$ cat src/hw/rtl/ipm_pkg.sv
// Shared types and constants for the input plausibility monitor.
// Holds the field widths, the register indexes and the fault bit positions.
// Depends on nothing.
package ipm_pkg;

    // Field widths
    localparam int TIME_W    = 32;
    localparam int COUNT_W   = 32;
    localparam int LIMIT_W   = 16;
    localparam int CFG_W     = 32;
    localparam int CFG_IDX_W = 2;
    localparam int MASK_W    = 7;

    // Number of individually watched switches (start, light, horn, left, right)
    localparam int NUM_SWITCHES = 5;

    // Packed stream widths, padded to whole bytes
    localparam int IN_DATA_W  = 72;
    localparam int OUT_DATA_W = 24;

    // Configuration register indexes
    typedef enum logic [CFG_IDX_W-1:0] {
        REG_STUCK_HOLD   = 2'd0,
        REG_DUAL_HOLD    = 2'd1,
        REG_PULSE_LIMIT  = 2'd2,
        REG_OFF_WINDOW   = 2'd3
    } cfg_reg_t;

    // Fault mask bit positions
    localparam int FAULT_START = 0;
    localparam int FAULT_LEFT  = 3;
    localparam int FAULT_RIGHT = 4;
    localparam int FAULT_DUAL  = 5;
    localparam int FAULT_SPEED = 6;

    // Reset values of the configuration registers
    localparam logic [TIME_W-1:0]  STUCK_HOLD_RESET  = 32'd10000;
    localparam logic [TIME_W-1:0]  DUAL_HOLD_RESET   = 32'd3000;
    localparam logic [LIMIT_W-1:0] PULSE_LIMIT_RESET = 16'd5;
    localparam logic [TIME_W-1:0]  OFF_WINDOW_RESET  = 32'd2000;

    // One check item as held in the input register
    typedef struct packed {
        logic                    starter_engaged;
        logic [COUNT_W-1:0]      speed_pulses;
        logic                    ignition_on;
        logic                    hazard_on;
        logic [NUM_SWITCHES-1:0] switches;
        logic [TIME_W-1:0]       now_ms;
    } check_item_t;

    // One result item
    typedef struct packed {
        logic              starter_cut;
        logic              implausible;
        logic              restored;
        logic [MASK_W-1:0] new_faults;
        logic [MASK_W-1:0] fault_mask;
    } result_item_t;

endpackage

$ cat src/hw/rtl/input_plausibility_monitor.sv
// Input plausibility monitor: stuck switch, dual turn and ignition-off speed checks.
// An accepted item is held in the input register, and its result then in the result register.
// Throughput: one item per cycle while results are taken; the input and result registers
// each hold one item, so one more item is taken while a result waits downstream.
// Reset clears all tracking state and loads the default thresholds.
// Depends on ipm_pkg, ipm_hold_timer and ipm_speed_window.
module input_plausibility_monitor
    import ipm_pkg::*;
(
    input  logic                  clk,
    input  logic                  rst_n,
    // Configuration write port
    input  logic                  cfg_wr_en,
    input  logic [CFG_IDX_W-1:0]  cfg_index,
    input  logic [CFG_W-1:0]      cfg_wdata,
    // Check items in
    input  logic                  s_tvalid,
    output logic                  s_tready,
    // now_ms[31:0], start_pressed[32], light_pressed[33], horn_pressed[34],
    // left_turn_pressed[35], right_turn_pressed[36], hazard_on[37],
    // ignition_on[38], speed_pulses[70:39], starter_engaged[71]
    input  logic [IN_DATA_W-1:0]  s_tdata,
    // Result items out
    output logic                  m_tvalid,
    input  logic                  m_tready,
    // fault_mask[6:0], new_faults[13:7], restored[14], implausible[15],
    // starter_cut[16], zero padding[23:17]
    output logic [OUT_DATA_W-1:0] m_tdata
);

    localparam int ITEM_W   = $bits(check_item_t);
    localparam int RESULT_W = $bits(result_item_t);

    logic [TIME_W-1:0]  stuck_hold_reg;
    logic [TIME_W-1:0]  dual_hold_reg;
    logic [LIMIT_W-1:0] pulse_limit_reg;
    logic [TIME_W-1:0]  off_window_reg;

    logic               in_valid_reg;
    check_item_t        in_item_reg;
    logic               out_valid_reg;
    result_item_t       out_item_reg;
    result_item_t       result_next;
    logic [MASK_W-1:0]  prev_mask_reg;
    logic [MASK_W-1:0]  mask;
    logic [NUM_SWITCHES-1:0] stuck;
    logic               dual_active;
    logic               dual_fault;
    logic               speed_fault;
    logic               advance;
    logic               process;

    // The result register moves on when empty or taken; the input register
    // refills whenever its item moves on.
    assign advance  = !out_valid_reg || m_tready;
    assign process  = in_valid_reg && advance;
    assign s_tready = !in_valid_reg || advance;
    assign m_tvalid = out_valid_reg;
    assign m_tdata  = OUT_DATA_W'(out_item_reg);

    // Configuration registers
    always_ff @(posedge clk or negedge rst_n)
    begin
        if (!rst_n)
        begin
            stuck_hold_reg  <= STUCK_HOLD_RESET;
            dual_hold_reg   <= DUAL_HOLD_RESET;
            pulse_limit_reg <= PULSE_LIMIT_RESET;
            off_window_reg  <= OFF_WINDOW_RESET;
        end
        else if (cfg_wr_en)
        begin
            unique case (cfg_reg_t'(cfg_index))
                REG_STUCK_HOLD:  stuck_hold_reg  <= cfg_wdata;
                REG_DUAL_HOLD:   dual_hold_reg   <= cfg_wdata;
                REG_PULSE_LIMIT: pulse_limit_reg <= cfg_wdata[LIMIT_W-1:0];
                REG_OFF_WINDOW:  off_window_reg  <= cfg_wdata;
                default: ;
            endcase
        end
    end

    // Input register
    always_ff @(posedge clk or negedge rst_n)
    begin
        if (!rst_n)
        begin
            in_valid_reg <= 1'b0;
        end
        else if (s_tready)
        begin
            in_valid_reg <= s_tvalid;
        end
    end

    always_ff @(posedge clk)
    begin
        if (s_tready && s_tvalid)
        begin
            in_item_reg <= check_item_t'(s_tdata[ITEM_W-1:0]);
        end
    end

    // One hold timer per switch
    for (genvar i = 0; i < NUM_SWITCHES; i++)
    begin : g_switch
        ipm_hold_timer u_timer (
            .clk    (clk),
            .rst_n  (rst_n),
            .update (process),
            .active (in_item_reg.switches[i]),
            .now_ms (in_item_reg.now_ms),
            .limit  (stuck_hold_reg),
            .fault  (stuck[i])
        );
    end

    // Both turn switches held while the hazard lights are off
    assign dual_active = in_item_reg.switches[FAULT_LEFT]
                      && in_item_reg.switches[FAULT_RIGHT]
                      && !in_item_reg.hazard_on;

    ipm_hold_timer u_dual_timer (
        .clk    (clk),
        .rst_n  (rst_n),
        .update (process),
        .active (dual_active),
        .now_ms (in_item_reg.now_ms),
        .limit  (dual_hold_reg),
        .fault  (dual_fault)
    );

    ipm_speed_window u_speed (
        .clk          (clk),
        .rst_n        (rst_n),
        .update       (process),
        .now_ms       (in_item_reg.now_ms),
        .ignition_on  (in_item_reg.ignition_on),
        .speed_pulses (in_item_reg.speed_pulses),
        .pulse_limit  (pulse_limit_reg),
        .window_ms    (off_window_reg),
        .fault        (speed_fault)
    );

    // Fault mask and derived flags
    always_comb
    begin
        mask = '0;
        mask[NUM_SWITCHES-1:0] = stuck;
        mask[FAULT_DUAL]       = dual_fault;
        mask[FAULT_SPEED]      = speed_fault;
        result_next.fault_mask  = mask;
        result_next.new_faults  = mask & ~prev_mask_reg;
        result_next.restored    = (prev_mask_reg != '0) && (mask == '0);
        result_next.implausible = (mask != '0);
        result_next.starter_cut = mask[FAULT_START] && in_item_reg.starter_engaged;
    end

    // Result register and previous mask
    always_ff @(posedge clk or negedge rst_n)
    begin
        if (!rst_n)
        begin
            out_valid_reg <= 1'b0;
            prev_mask_reg <= '0;
        end
        else
        begin
            if (advance)
            begin
                out_valid_reg <= in_valid_reg;
            end
            if (process)
            begin
                prev_mask_reg <= mask;
            end
        end
    end

    always_ff @(posedge clk)
    begin
        if (process)
        begin
            out_item_reg <= result_item_t'(result_next[RESULT_W-1:0]);
        end
    end

endmodule

$ cat src/hw/rtl/ipm_hold_timer.sv
// Hold timer for one active-level condition of the plausibility monitor.
// Tracks when the condition became active and flags it once held too long.
// Depends on ipm_pkg.
module ipm_hold_timer
    import ipm_pkg::*;
(
    input  logic              clk,
    input  logic              rst_n,
    input  logic              update,
    input  logic              active,
    input  logic [TIME_W-1:0] now_ms,
    input  logic [TIME_W-1:0] limit,
    output logic              fault
);

    logic [TIME_W-1:0] since_reg;
    logic [TIME_W-1:0] since_next;
    logic              running_reg;
    logic              running_next;
    logic [TIME_W-1:0] held;

    // A condition that starts now has been held for zero time.
    always_comb
    begin
        held  = running_reg ? (now_ms - since_reg) : '0;
        fault = active && (held >= limit);
        if (!active)
        begin
            running_next = 1'b0;
            since_next   = '0;
        end
        else if (!running_reg)
        begin
            running_next = 1'b1;
            since_next   = now_ms;
        end
        else
        begin
            running_next = 1'b1;
            since_next   = since_reg;
        end
    end

    // Timer state advances once per processed item.
    always_ff @(posedge clk or negedge rst_n)
    begin
        if (!rst_n)
        begin
            since_reg   <= '0;
            running_reg <= 1'b0;
        end
        else if (update)
        begin
            since_reg   <= since_next;
            running_reg <= running_next;
        end
    end

endmodule

$ cat src/hw/rtl/ipm_speed_window.sv
// Speed pulse window of the plausibility monitor.
// Counts speed pulses seen while the ignition is off inside a time window.
// Depends on ipm_pkg.
module ipm_speed_window
    import ipm_pkg::*;
(
    input  logic               clk,
    input  logic               rst_n,
    input  logic               update,
    input  logic [TIME_W-1:0]  now_ms,
    input  logic               ignition_on,
    input  logic [COUNT_W-1:0] speed_pulses,
    input  logic [LIMIT_W-1:0] pulse_limit,
    input  logic [TIME_W-1:0]  window_ms,
    output logic               fault
);

    logic [TIME_W-1:0]  start_reg;
    logic [TIME_W-1:0]  start_next;
    logic               open_reg;
    logic               open_next;
    logic [COUNT_W-1:0] base_reg;
    logic [COUNT_W-1:0] base_next;
    logic [COUNT_W-1:0] prev_count_reg;
    logic               open_now;
    logic [TIME_W-1:0]  start_now;
    logic [COUNT_W-1:0] base_now;
    logic [COUNT_W-1:0] delta;
    logic [TIME_W-1:0]  elapsed;

    // A change of the pulse count with the ignition off opens a window
    // based on the previous count.
    always_comb
    begin
        open_now  = open_reg || (speed_pulses != prev_count_reg);
        start_now = open_reg ? start_reg : now_ms;
        base_now  = open_reg ? base_reg : prev_count_reg;
        delta     = speed_pulses - base_now;
        elapsed   = now_ms - start_now;
        fault     = 1'b0;
        open_next  = open_reg;
        start_next = start_reg;
        base_next  = base_reg;
        if (ignition_on)
        begin
            open_next  = 1'b0;
            start_next = '0;
            base_next  = speed_pulses;
        end
        else if (open_now)
        begin
            open_next  = 1'b1;
            start_next = start_now;
            base_next  = base_now;
            if ((delta >= COUNT_W'(pulse_limit)) && (elapsed <= window_ms))
            begin
                fault = 1'b1;
            end
            else if (elapsed > window_ms)
            begin
                open_next  = 1'b0;
                start_next = '0;
                base_next  = speed_pulses;
            end
        end
    end

    // Window state advances once per processed item.
    always_ff @(posedge clk or negedge rst_n)
    begin
        if (!rst_n)
        begin
            start_reg      <= '0;
            open_reg       <= 1'b0;
            base_reg       <= '0;
            prev_count_reg <= '0;
        end
        else if (update)
        begin
            start_reg      <= start_next;
            open_reg       <= open_next;
            base_reg       <= base_next;
            prev_count_reg <= speed_pulses;
        end
    end

endmodule
$ cat config.mk
export PLATFORM = sky130hd
export DESIGN_NAME = input_plausibility_monitor
export DESIGN_NICKNAME = d
export VERILOG_FILES = /design/src/hw/rtl/ipm_pkg.sv /design/src/hw/rtl/input_plausibility_monitor.sv /design/src/hw/rtl/ipm_hold_timer.sv /design/src/hw/rtl/ipm_speed_window.sv
export SDC_FILE = /design/constraint.sdc
export NUM_CORES = 2
export LEC_CHECK = 0
export BUFFER_PORTS_ARGS = -buffer_cell sky130_fd_sc_hd__buf_2
export CAP_MARGIN = 20
export CORE_UTILIZATION = 50
export CTS_BUF_LIST = sky130_fd_sc_hd__clkbuf_4
export DETAILED_ROUTE_END_ITERATION = 6
export PLACE_DENSITY = 0.72
export SLEW_MARGIN = 20
export SYNTH_ARGS = -nofsm -noshare
export SYNTH_HDL_FRONTEND = slang
export SYNTH_SLANG_ARGS = --single-unit
$ cat constraint.sdc
create_clock -name clk -period 12.4 [get_ports clk]
set_input_delay 1.24 -clock clk [delete_from_list [all_inputs] [get_ports clk]]
set_output_delay 1.24 -clock clk [all_outputs]
set_load 0.005 [all_outputs]
; Yosys cells after proc, flatten, opt, wreduce, memory -nomap -nowiden
; Index checks and enable logic that the tools add are counted.
[totals]
ff_bits = 505
input_bits = 111
output_inout_bits = 26
wordCells = 139
[classes]
mux = 41
n_addsub = 8
magnitude_cmp = 9
reduce_logical = 35
n_eq_ne = 10
n_bitwise = 2
[op_table]
columns = cell, n
row1 = $mux W32, 28
row2 = $sub A32 B32 Y32, 8
row3 = $ge A32 B32 Y1, 6
row4 = $ge A32 B16 Y1, 1
row5 = $gt A32 B32 Y1, 1
row6 = $le A32 B32 Y1, 1
row7 = $ne A32 B32 Y1, 1
row8 = $reduce_and A2 Y1, 11
row9 = $reduce_bool A7 Y1, 2
row10 = $logic_and A1 B1 Y1, 13
row11 = $mux W1, 13
row12 = $ne A2 B2 Y1 const B, 6
row13 = $and A7 B7 Y7, 1
row14 = $logic_not A7 Y1, 1
row15 = $not A7 Y7, 1
row16 = $eq A2 B2 Y1 const B, 2
row17 = $logic_not A1 Y1, 3
row18 = $logic_or A1 B1 Y1, 3
row19 = $eq A2 B1 Y1 const B, 1
row20 = $logic_not A2 Y1, 1
row21 = $reduce_bool A2 Y1, 1

; Depth between registers and ports, before layout
[depth]
word_depth = 9
mapped_depth = 28
depth_no_buf = 27

; Cells and area by module
; A second synthesis with hierarchy kept.
[hier_totals]
hier_cells = 4383
hier_area_um2 = 40426.3
[modules_own_cells]
columns = mod, seq_area_each_um2, instances, area_each_um2, cells_per_inst
row1 = ipm_hold_timer at g_switch[0].u_timer ..., 825.8, 5, 3952.5, 494
row2 = ipm_speed_window, 2427.3, 1, 9460.3, 1067
row3 = input_plausibility_monitor, 5725.5, 1, 7344.5, 374
row4 = ipm_hold_timer at g_switch[1].u_timer, 825.8, 1, 3858.7, 472

; Least setup slack after synthesis
; No wires, ideal clock.
[synth_path]
kind = register to register
from = register u_speed.open_reg
to = register u_speed.base_reg[31]
slack_ps = 6676
required_ps = 12264
path_buffers = 5
period_less_slack_ps = 5724
path_stages_with_launch = 27
t_arrival_ps = 5588
setup_ps = 136
path_cell_list = dfrtp_1 clkbuf_1 buf_1 clkbuf_1 mux2i_1 ha_1 o21ai_0 nor3_1 o41ai_1 a21o_1 a211oi_1 and3b_1 o41ai_1 a21oi_1 o221ai_1 a21oi_1 xnor2_1 ha_1 nand4_1 nor4_1 a211o_1 a221o_1 o22ai_1 clkbuf_1 clkbuf_1 mux2i_1 o21ai_0
[synth_via]
elab_chain_cells = 7
word_cells_on_any_way = 15
cone_classes = 2 x add/sub / 3 x order compare / 6 x mux / 4 x reduce/logical
[synth_rtl]
columns = element, line
row1 = start: declaration, ipm_speed_window.sv:20  ; logic open_reg;
row2 = start signal: assignment, ipm_speed_window.sv:81  ; open_reg <= open_next;
row3 = $mux W32 (on tied branches), "ipm_speed_window.sv:36, ipm_speed_window.sv:37"
row4 = $sub A32 B32 Y32 (on tied branches), "ipm_speed_window.sv:39, ipm_speed_window.sv:38"
row5 = "$gt A32 B32 Y1, or another cell as far along", ipm_speed_window.sv:59  ; else if (elapsed > window_ms)
row6 = $mux W32 or $logic_and A1 B1 Y1 (tied branches), "ipm_speed_window.sv:59, ipm_speed_window.sv:55"
row7 = $mux W32, ipm_speed_window.sv:55  ; if ((delta >= COUNT_W'(pulse_limit)) && (elapsed <= window_ms))
row8 = $mux W32, ipm_speed_window.sv:50  ; else if (open_now)
row9 = $mux W32, ipm_speed_window.sv:44  ; if (ignition_on)
row10 = end signal: assignment, ipm_speed_window.sv:82  ; base_reg <= base_next;
row11 = end: declaration, ipm_speed_window.sv:22  ; logic [COUNT_W-1:0] base_reg;
; Parallel ways exist; a longest one is shown, timed or not. The select of a mux whose other input is x is not followed.
; A chain may end at the register's enable or synchronous reset.

; Worst setup path after layout
[layout_path]
from = register u_speed.open_reg
to = register u_speed.start_reg[13]
[layout_via]
elab_chain_cells = 7
word_cells_on_any_way = 15
cone_classes = 2 x add/sub / 3 x order compare / 6 x mux / 4 x reduce/logical
[layout_rtl]
columns = element, line
row1 = $mux W32 (on tied branches), "ipm_speed_window.sv:36, ipm_speed_window.sv:37"
row2 = $sub A32 B32 Y32 (on tied branches), "ipm_speed_window.sv:39, ipm_speed_window.sv:38"
row3 = "$gt A32 B32 Y1, or another cell as far along", ipm_speed_window.sv:59
row4 = $mux W32 or $logic_and A1 B1 Y1 (tied branches), "ipm_speed_window.sv:59, ipm_speed_window.sv:55"
row5 = $mux W32, ipm_speed_window.sv:55
row6 = $mux W32, ipm_speed_window.sv:50
row7 = $mux W32, ipm_speed_window.sv:44
row8 = end signal: assignment, ipm_speed_window.sv:80  ; start_reg <= start_next;
row9 = end: declaration, ipm_speed_window.sv:18  ; logic [TIME_W-1:0] start_reg;
; Parallel ways exist; a longest one is shown, timed or not. The select of a mux whose other input is x is not followed.

==> metrics <==
post-synthesis sequential element count 505; Seq. cell area 0.0131 sq mm; CTS sink count 505; Die Ht 278 microns; worst path required time 13310 ps; RSZ-0062 raised after global routing false; Post-DRT Antenna Nets 0; Max clock buf depth 3; Crit Path Category reg -> reg; total CTS buffers 146; Synth area leaders dfrtp_1 26%, ha_1 16%, edfxtp_1 7.0%; status finished clean; final hold violations 0; cell family with most CP delay compound AO/OA/AOI/OAI gates; Routed WL 105000 microns; CP Launch Type flip-flop; Distinct cells, synth 93; Synth area leader dfrtp_1; CP Max Fanout 65; netlist area before placement 0.0380 sq mm; ys async rst share 0.824; final setup vio count 0; area occupied by multi-input gates 0.0230 sq mm; PostCTS Resize Cnt 0; Post-synth EDFFs 89; Starting Density 0.508; GRT Overall Usage 0.273; Vias 31704; CP Buf/Inv Count 2; Via-to-Cell Ratio 5.82; Syn Area/Cell 9.19 sq um; initial antenna violation count 5; clk root buf clkbuf_4; CP arrival 7800 ps; Placer Congestion 0.952; top-area cell type share of the netlist area 0.261; Mapped Cells 4139; # fillers 6753; setup ws final 5510 ps; register share of total power 0.294; TritonCTS clock tree done; clock slew at reported path FFs 70 ps; Final #Nets 4960; maximum vdd ir drop 0.000111 V; cts hold-fix bufs 0; Pleak 0.0198 uW; Period minus WS final 6890 ps; Worst Max-Slew Pin Slew 1040 ps; Slew Limit Headroom 0.304; Ports 137; Die W 278 microns; Sw Pwr 3140 uW; # port buffers 129; FMAX 145 MHz; H-tree lvl count 4; Die ar. 0.0771 sq mm; later-pin clock latency in the skew report 1040 ps; number of DRC markers in iteration 0 2131; largest net degree at the start of global routing 90; DRC 0; crit-path max cell delay 750 ps; type of destination of the critical path flip-flop; main flop type after synthesis dfrtp_1; share of layout cells above drive strength 1 0.127; yosys warns 0; post-route setup TNS 0 ps; Net Sw Frac 0.417; Core Region 0.0748 sq mm; postcts setup bufs 0; power density cells 180 mW/mm^2; clk_skew 96.6 ps; type of the worst min-delay path in -> async; P_int 4390 uW; Overflow after GRT 0; Slew Limit Fails 0; vias in the first global route 30792; fin crit share 0.556; dpl ws 5230 ps; Crit-path slowest cell dfrtp_4; first-pass GRT wire length 168000 microns; Combinational Power Share 0.489; sequential fraction of the synthesis area 0.345; Area Overhead vs Synth 10.0%; Rows 100; # Max-Cap Violations 0; DPL Wire Length 77000 microns; clock power share 0.218; Pre-antenna DRT Iters 6; max FFs per register 160; Routed WL per cell 19.3 microns
==> cells in the mapped netlist, types with 48 or more instances <==
| master | number |
|---|---|
| nand3_1 | 48 |
| a21oi_1 | 261 |
| mux2i_1 | 66 |
| o21ai_0 | 229 |
| nor3_1 | 64 |
| and2_1 | 105 |
| xor2_1 | 97 |
| nor2_1 | 260 |
| a21o_1 | 141 |
| xnor2_1 | 120 |
| o21a_1 | 48 |
| nand4_1 | 59 |
| inv_1 | 382 |
| edfxtp_1 | 89 |
| nand2_1 | 366 |
| clkbuf_1 | 100 |
| ha_1 | 488 |
| mux2_2 | 85 |
| a22o_1 | 192 |
| dfrtp_1 | 396 |
==> power by group through the flow <==
stage	registers [uW]	clock network, uW	logic [uW]
2_1_floorplan	2170	0	2780
3_3_place_gp	2220	0	3550
3_5_place_dp	2240	0	3610
4_1_cts	2210	1690	3640
5_1_grt	2250	1780	4120
6_report	2210	1640	3680
==> worst register-to-register path: cells and delay by family (launching register included) <==
kind / cells / cell delay (ps)
xor+xnor: 1 / 140
buf+inv: 2 / 810
compound gates: 14 / 2640
fa+ha+maj: 3 / 880
simple gates: 5 / 1560
flops: 1 / 750
==> cells by family (layout without fill, tap and decap cells) <==
family / Yosys count / in the layout / synth area share
muxes: 151 / 151 / 0.0426
and+or+nand+nor: 1103 / 1103 / 0.139
xor gates and xnor gates: 217 / 217 / 0.0500
DFF: 505 / 505 / 0.345
buffers and inverters: 514 / 840 / 0.0530
adders and majority gates: 496 / 496 / 0.165
AOI/OAI and AO/OA: 1152 / 1152 / 0.206
other: 1 / 12 / 0.0000986
==> through the flow <==
stage,utilization,cell area [sq um],std cells,hold WS [ps],power [uW]
after floorplan,-,38000,4145,444,4950
after global placement,0.533,39900,5173,459,5770
after detailed placement,0.533,39900,5173,468,5840
after CTS,0.559,41800,5439,201,7540
after global routing,0.559,41800,5443,256,8140
final,0.559,41800,5445,237,7530
==> placed cells by master (no fill, tap or decap), types with 89 or more instances in the layout <==
cell      count
dfrtp_1     395
o21ai_0     229
nor2_1      260
ha_1        488
edfxtp_1     89
a21oi_1     261
clkbuf_4    215
nand2_1     364
xnor2_1     120
xor2_1       97
a22o_1      192
inv_1       381
buf_2       128
and2_1      104
a21o_1      141
==> layout make-up <==
| class | count | share of cell area |
|---|---|---|
| tap | 969 | 0.0290 |
| multi-input combinational | 3126 | 0.550 |
| clock buffer | 215 | 0.0386 |
| antenna | 5 | 0.000299 |
| sequential | 505 | 0.313 |
| timing repair buffer | 191 | 0.0270 |
| clock inverter | 51 | 0.00748 |
| inverter | 383 | 0.0344 |
==> worst paths after layout <==
path | from | endpoint | slack, ps | depth (start not counted)
worst max-delay path | u_speed.open_reg | u_speed.start_reg[13] | 5510 | 25
worst min-delay path | rst_n | g_switch[2].u_timer.since_reg[7] | 240 | 1
worst max register to register | u_speed.open_reg | u_speed.start_reg[13] | 5510 | 25
worst min register to register | u_speed.base_reg[0] | u_speed.base_reg[0] | 480 | 2
max in group asynchronous | rst_n | u_speed.prev_count_reg[23] | 9850 | 3
min in group clk | s_tdata[56] | in_item_reg[56] | 370 | 1
==> per-layer routing <==
layer,GRT usage,share of wire
met1,0.382,0.47
met2,0.423,0.44
met3,0.0475,0.058
met4,0.0977,0.031
met5,0,0.00022
(Power assumes the default switching activity.)
